### config.mk
export PLATFORM = sky130hd
export DESIGN_NAME = htbd_ctrl
export DESIGN_NICKNAME = d
export VERILOG_FILES = /design/src/htbd_pkg.sv /design/src/htbd_ctrl.sv
export SDC_FILE = /design/constraint.sdc
export NUM_CORES = 1
export LEC_CHECK = 0
export BUFFER_PORTS_ARGS = -buffer_cell sky130_fd_sc_hd__buf_2
export CORE_AREA = 3 3 40 42
export CTS_CLUSTER_DIAMETER = 150
export DETAILED_ROUTE_END_ITERATION = 10
export DIE_AREA = 0 0 43 45
export GPL_TIMING_DRIVEN = 0
export MAX_ROUTING_LAYER = met4
export PLACE_DENSITY_LB_ADDON = 0.3
export SLEW_MARGIN = 20
export SYNTH_ARGS = -nofsm -noshare
export SYNTH_HDL_FRONTEND = slang
export SYNTH_SLANG_ARGS = --single-unit
### constraint.sdc
create_clock -name clk -period 2.85 [get_ports clk]
set_clock_uncertainty 0.05 [all_clocks]
set_input_delay 0.4275 -clock clk [delete_from_list [all_inputs] [get_ports clk]]
set_output_delay 0.4275 -clock clk [all_outputs]
set_load 0.03 [all_outputs]
### src/htbd_pkg.sv
// Package for the code tree bit decoder: item structs, command and status
// structs, shared codes and field widths. No dependencies.

package htbd_pkg;

	// Field widths of the items
	localparam int SYM_W      = 8;
	localparam int CODE_W     = 32;
	localparam int CODE_LEN_W = 6;

	// Width that holds any clipped code length (up to 63) and bit position
	localparam int CLIP_W = 7;
	localparam int POS_W  = $clog2(CODE_W);

	// Defaults for the top-level parameters
	localparam int NODE_COUNT_DEF   = 512;
	localparam int MAX_CODE_LEN_DEF = 32;

	// Request kinds
	localparam logic REQ_INSERT = 1'b0;
	localparam logic REQ_DECODE = 1'b1;

	typedef struct packed {
		logic                  req_type;
		logic [SYM_W-1:0]      symbol_in;
		logic [CODE_W-1:0]     code_word;
		logic [CODE_LEN_W-1:0] code_length;
		logic                  code_bit;
	} req_t;

	typedef struct packed {
		logic [SYM_W-1:0] symbol_out;
		logic             symbol_valid;
		logic             error_flag;
	} rsp_t;

	// Node table read address select
	typedef enum logic [1:0] {
		RD_STEP = 2'd0,
		RD_CUR  = 2'd1,
		RD_NODE = 2'd2
	} rd_sel_t;

	// Result kinds that close an item
	typedef enum logic [2:0] {
		RES_NONE     = 3'd0,
		RES_DEC_MISS = 3'd1,
		RES_DEC_EVAL = 3'd2,
		RES_INS_OK   = 3'd3,
		RES_INS_FULL = 3'd4
	} res_t;

	typedef struct packed {
		logic    accept;
		logic    use_in_bit;
		rd_sel_t rd_sel;
		logic    step_go;
		logic    cache_load;
		logic    ins_step;
		res_t    res;
	} cmd_t;

	typedef struct packed {
		logic cur_known;
		logic step_miss;
		logic ins_done;
		logic ins_desc;
		logic ins_full;
	} stat_t;

endpackage

### src/htbd_ctrl.sv
// Controller of the code tree bit decoder: handshake, item sequencing and
// the output valid flag. Depends on htbd_pkg.

module htbd_ctrl (
	input  logic           clk,
	input  logic           arst_n,
	input  logic           req_valid,
	input  logic           req_type,
	output logic           req_stall,
	output logic           rsp_valid,
	input  logic           rsp_stall,
	input  htbd_pkg::stat_t stat,
	output htbd_pkg::cmd_t  cmd
);
	import htbd_pkg::*;

	typedef enum logic [5:0] {
		ST_IDLE     = 6'b000001,
		ST_DEC_LOAD = 6'b000010,
		ST_DEC_STEP = 6'b000100,
		ST_DEC_EVAL = 6'b001000,
		ST_INS_STEP = 6'b010000,
		ST_INS_READ = 6'b100000
	} state_t;

	state_t state_q, state_d;
	logic   rsp_valid_q;
	logic   out_free;
	logic   accept;

	// Take an item only in idle with the output slot free or draining
	assign out_free  = !rsp_valid_q || !rsp_stall;
	assign req_stall = !((state_q == ST_IDLE) && out_free);
	assign accept    = req_valid && !req_stall;
	assign rsp_valid = rsp_valid_q;

	// Next state and datapath commands
	always_comb begin
		state_d        = state_q;
		cmd.accept     = accept;
		cmd.use_in_bit = (state_q == ST_IDLE);
		cmd.rd_sel     = RD_STEP;
		cmd.step_go    = 1'b0;
		cmd.cache_load = 1'b0;
		cmd.ins_step   = 1'b0;
		cmd.res        = RES_NONE;
		unique case (state_q)
			ST_IDLE: begin
				if (accept) begin
					if (req_type == REQ_DECODE) begin
						if (stat.cur_known) begin
							if (stat.step_miss) begin
								cmd.res = RES_DEC_MISS;
							end else begin
								cmd.step_go = 1'b1;
								state_d     = ST_DEC_EVAL;
							end
						end else begin
							cmd.rd_sel = RD_CUR;
							state_d    = ST_DEC_LOAD;
						end
					end else begin
						state_d = ST_INS_STEP;
					end
				end
			end
			ST_DEC_LOAD: begin
				cmd.cache_load = 1'b1;
				state_d        = ST_DEC_STEP;
			end
			ST_DEC_STEP: begin
				if (stat.step_miss) begin
					cmd.res = RES_DEC_MISS;
					state_d = ST_IDLE;
				end else begin
					cmd.step_go = 1'b1;
					state_d     = ST_DEC_EVAL;
				end
			end
			ST_DEC_EVAL: begin
				cmd.res = RES_DEC_EVAL;
				state_d = ST_IDLE;
			end
			ST_INS_STEP: begin
				cmd.ins_step = 1'b1;
				if (stat.ins_done) begin
					cmd.res = RES_INS_OK;
					state_d = ST_IDLE;
				end else if (stat.ins_desc) begin
					state_d = ST_INS_READ;
				end else if (stat.ins_full) begin
					cmd.res = RES_INS_FULL;
					state_d = ST_IDLE;
				end
			end
			ST_INS_READ: begin
				cmd.rd_sel = RD_NODE;
				state_d    = ST_INS_STEP;
			end
			default: begin
				state_d = ST_IDLE;
			end
		endcase
	end

	// Advance state; hold the result valid until taken
	always_ff @(posedge clk or negedge arst_n) begin
		if (!arst_n) begin
			state_q     <= ST_IDLE;
			rsp_valid_q <= 1'b0;
		end else begin
			state_q <= state_d;
			if (cmd.res != RES_NONE) begin
				rsp_valid_q <= 1'b1;
			end else if (!rsp_stall) begin
				rsp_valid_q <= 1'b0;
			end
		end
	end

endmodule

Word-level counts from Yosys, hierarchy flattened
Cells that the tools add are included.

storage, ports and cells
  bits in registers = 7
  bits in latches = 0
  bits in writable memories = 0
  memory bits (read-only) = 0
  logic and storage cells = 48
  memories = 0

operators by class
  $add $sub $neg = 0
  multiply operators = 0
  divide/modulo/power cells = 0
  $lt $le $gt $ge = 0
  equality and inequality tests = 10
  shift-type cells = 0
  muxes and demuxes = 28
  bitwise operators = 0
  reductions and logical operators = 8

operators with widths
  operator                                             count
  two-way mux 6 bit                                    7
  case mux 6 bit (5 select lines)                      1
  case mux 3 bit (4 select lines)                      1
  two-way mux 1 bit                                    11
  two-way mux 3 bit                                    3
  != test 4 bit, second input constant                 2
  equality test 6 x 1 -> 1 bit, second input constant  1
  equality test 6 x 2 -> 1 bit, second input constant  1
  equality test 6 x 3 -> 1 bit, second input constant  1
  equality test 6 x 4 -> 1 bit, second input constant  1
  equality test 6 x 5 -> 1 bit, second input constant  1
  equality test 6 bit, second input constant           1
  two-way mux 2 bit                                    2
  two-way mux 4 bit                                    1
  != test 2 x 1 -> 1 bit, second input constant        2
  case mux 2 bit (2 select lines)                      1
  zero test 1 bit                                      3
  AND reduction 3 bit                                  1
  nonzero test 3 bit                                   1
  logical AND 1 bit                                    2
  case mux 1 bit (2 select lines)                      1
  logical OR 1 bit                                     1

Depth between registers and ports, before layout
  depth after elaboration = 8
  mapped depth = 5
  gate-level depth less buffers = 4

Least setup slack after synthesis
No wires, ideal clock.

  path kind = flip-flop to output port
  start = register state_q[5]
  end = output cmd[6] (netlist name)
  data arrival time = 2.359 ns
  path slack = 0.013 ns
  stages on the path, launching flop included = 5
  cell sequence = dfrtp_1 or4_1 buf_2 or4b_4 nor3b_1

RTL lines
  what                      RTL line          text
  start: declaration        htbd_ctrl.sv:26   state_t state_q, state_d;
  start signal: assignment  htbd_ctrl.sv:112  state_q <= state_d;
  end: declaration          htbd_ctrl.sv:13   output htbd_pkg::cmd_t cmd

==> impl_metrics.json <==
{
  "dr.first_iter.drc_count": 11,
  "final_common_cell": "sky130_fd_sc_hd__buf_2",
  "mostFrequentLayoutCells": "19 x sky130_fd_sc_hd__buf_2, 6 x sky130_fd_sc_hd__nor2_1, 5 x sky130_fd_sc_hd__nand2_1, 5 x sky130_fd_sc_hd__buf_4",
  "fin_hold_ws_ns": 0.315,
  "die_y_extent_um": 45,
  "post-route-drc-count": 0,
  "crit_fanout": 4,
  "portBuffers": 21,
  "static-leakage-power_nw": 0.374,
  "grt_first_pass_wirelength_um": 2320,
  "power_frac_comb": 0.627,
  "drive_gt1_frac": 0.461,
  "grt_setup_unrepaired": "yes",
  "grt.overflow.total": 0,
  "die-width_um": 43,
  "post_synth.cell_area_avg_um2": 8.65,
  "detailedPlace.worstSlack_ns": 0.143,
  "rows": 13,
  "final-setup-viol-count": 0,
  "switchingPower_mw": 0.306,
  "grt.total_usage": 0.172,
  "ys_ff_latch": 7,
  "route.vias.total": 527,
  "cp-start-kind": "flop",
  "average_via_count_per_standard_cell": 5.07,
  "syn-instance-count": 60,
  "layout.core_utilization": 0.570,
  "dp_hpwl_um": 977,
  "total_power_mw": 0.655,
  "seq_power_share": 0.226,
  "critPathKind": "reg2out",
  "net_count_after_synthesis": 70,
  "asyncSetResetFlopFracSynth": 1.00,
  "power_density_nw_per_um2": 895,
  "worst_slew_pin_slew_ns": 0.507,
  "worstPathBufferInverterCount": 1,
  "clock.fmax_mhz": 359,
  "initial_core_utilization": 0.404,
  "grt_max_degree": 11,
  "outcome": "finished clean",
  "report.final.slew_viol_count": 0,
  "routabilityCongestion": 0.754,
  "synth_warnings": 0,
  "cts_max_path_buffers": 2,
  "min-delay-path-class": "in2reg",
  "syn-cell-area_um2": 519,
  "slew-limit-headroom": 0.659,
  "netSwitchingFraction": 0.466,
  "cell_chosen_for_the_clock_root": "sky130_fd_sc_hd__clkbuf_4",
  "power.ir.vdd_worst_mv": 0.622,
  "critical_path.top_delay_family": "simple AND/OR/NAND/NOR gates",
  "clkLatencyLatePin_ns": 0.26,
  "netlist-cell-type-count": 34,
  "routed_wl_um": 1390,
  "worst-endpoint-required_ns": 2.37,
  "final_critical_path_setup_slack_ns": 0.0654,
  "routed_wire_length_per_instance_um": 13.3,
  "period_needed_ns": 2.78,
  "clkPwrFrac": 0.147,
  "area.growth.synth_to_final_pct": 41.0,
  "number_of_clock_sinks": 7,
  "post_cts_clock_slew_at_the_launch_and_capture_registers_of_the_worst_setup_and_hold_paths_ns": 0.05,
  "die_area_um2": 1940,
  "h_tree_depth": 1,
  "grt_pass1_vias": 534,
  "drt_first_pass_iters": 4,
  "cts_made_buffers": 3,
  "critical_path_arrival_ns": 2.31,
  "cts_tree": "built",
  "final_nets": 100,
  "finalHoldViolCount": 0,
  "synth_enable_flop_cells": 0,
  "ios": 22,
  "crit_path_max_incr_delay_ns": 0.56,
  "cp_slowest_cell": "sky130_fd_sc_hd__or4b_4",
  "timing.final.crit_share": 0.977,
  "core_area_um2": 1280,
  "worstPathCellList": "or4_4, or4b_4, o21ai_4, a22o_1, buf_6",
  "antenna_found_initial": 0,
  "critPathCaptureType": "output pin",
  "n_antenna_cell": 0,
  "synth_seq_area_share": 0.340,
  "internal_power_mw": 0.350,
  "synth_ff_type": "sky130_fd_sc_hd__dfrtp_1",
  "cap_viol_max_count": 0,
  "final_antenna_net_count": 0
}
==> power by group through the flow <==
| stage | Clock [mW] | Sequential, mW | Combinational, mW |
|---|---|---|---|
| after floorplan | 0 | 0.159 | 0.272 |
| after global placement | 0 | 0.150 | 0.364 |
| after detailed placement | 0 | 0.151 | 0.369 |
| after CTS | 0.0996 | 0.148 | 0.426 |
| after global routing | 0.108 | 0.149 | 0.447 |
| final | 0.0963 | 0.148 | 0.411 |
==> synthesized netlist by cell type (2+ instances only) <==
master / instances / area, µm²
sky130_fd_sc_hd__dfrtp_1: 6 / 150
sky130_fd_sc_hd__nor2_1: 6 / 22.5
sky130_fd_sc_hd__nand2_1: 5 / 18.8
sky130_fd_sc_hd__inv_1: 4 / 15.0
sky130_fd_sc_hd__nor3b_1: 3 / 22.5
sky130_fd_sc_hd__o21ai_0: 3 / 15.0
sky130_fd_sc_hd__a22o_1: 2 / 17.5
sky130_fd_sc_hd__and2_2: 2 / 15.0
sky130_fd_sc_hd__and3b_2: 2 / 20.0
sky130_fd_sc_hd__nand2b_1: 2 / 12.5
sky130_fd_sc_hd__nor4_1: 2 / 12.5
==> worst register-to-register path, delay by kind of cell (launching register included) <==
kind             cells  cell delay [ns]
AND/OR/NAND/NOR      3             1.27
AO/OA/AOI/OAI        1             0.21
flip-flops           1             0.40
==> layer usage <==
metal / share of wire / vias up / GRT usage
met5: 0 / - / -
met4: 0.017 / 0 / 0.0723
met3: 0.061 / 5 / 0.0598
met2: 0.48 / 15 / 0.290
met1: 0.44 / 233 / 0.184
li1: - / 274 / -
==> repair_timing <==
action | in CTS | in global routing
resized for setup | 11 | 0
buffers inserted | 4 | 0
hold endpoints to repair | 6 | 0
pin swaps | 4 | 4
hold buffers | 1 | 0
endpoints found under the setup margin | 2 | 3
==> worst paths after layout <==
check,slack [ns],end,from,cells past startpoint
max,0.07,cmd[0],state_q[2]$_DFFE_PN0P_,5
min,0.32,state_q[1]$_DFFE_PN0P_,stat[4],2
max reg2reg,0.86,state_q[3]$_DFFE_PN0P_,state_q[2]$_DFFE_PN0P_,4
min reg2reg,0.57,rsp_valid$_DFFE_PN0P_,rsp_valid$_DFFE_PN0P_,2
max in group asynchronous,2.03,state_q[0]$_DFFE_PN1P_,arst_n,2
min in group asynchronous,0.48,rsp_valid$_DFFE_PN0P_,arst_n,2
==> cell type report <==
| type | count | area [µm²] |
|---|---|---|
| multi-input cells | 46 | 324 |
| clock buffers | 4 | 26.3 |
| inverters | 4 | 15.0 |
| well taps | 15 | 18.8 |
| repair buffers | 26 | 158 |
| fillers | 121 | 553 |
| flip-flops and latches | 7 | 179 |
| plain buffers | 2 | 11.3 |
==> through the flow <==
step                      setup TNS (ns)  cells  cell area (µm²)
after floorplan                        0     60              519
after global placement                 0     96              643
after detailed placement               0     96              643
after CTS                       -0.00624    105              743
after global routing             -0.0146    104              732
final                                  0    104              732
==> kinds of logic (layout without fill, tap and decap cells) <==
logic type | Yosys count | in the layout | share of synthesized area
compound gates | 12 | 12 | 0.171
buf+inv | 7 | 36 | 0.0602
flops | 7 | 7 | 0.340
mux | 1 | 1 | 0.0193
simple gates | 32 | 32 | 0.393
xor+xnor | 1 | 1 | 0.0169
==> registers in the layout (all words and copies together) (netlist names) <==
register,cells
rsp_valid,1
state_q,6
(Power assumes the default switching activity.)
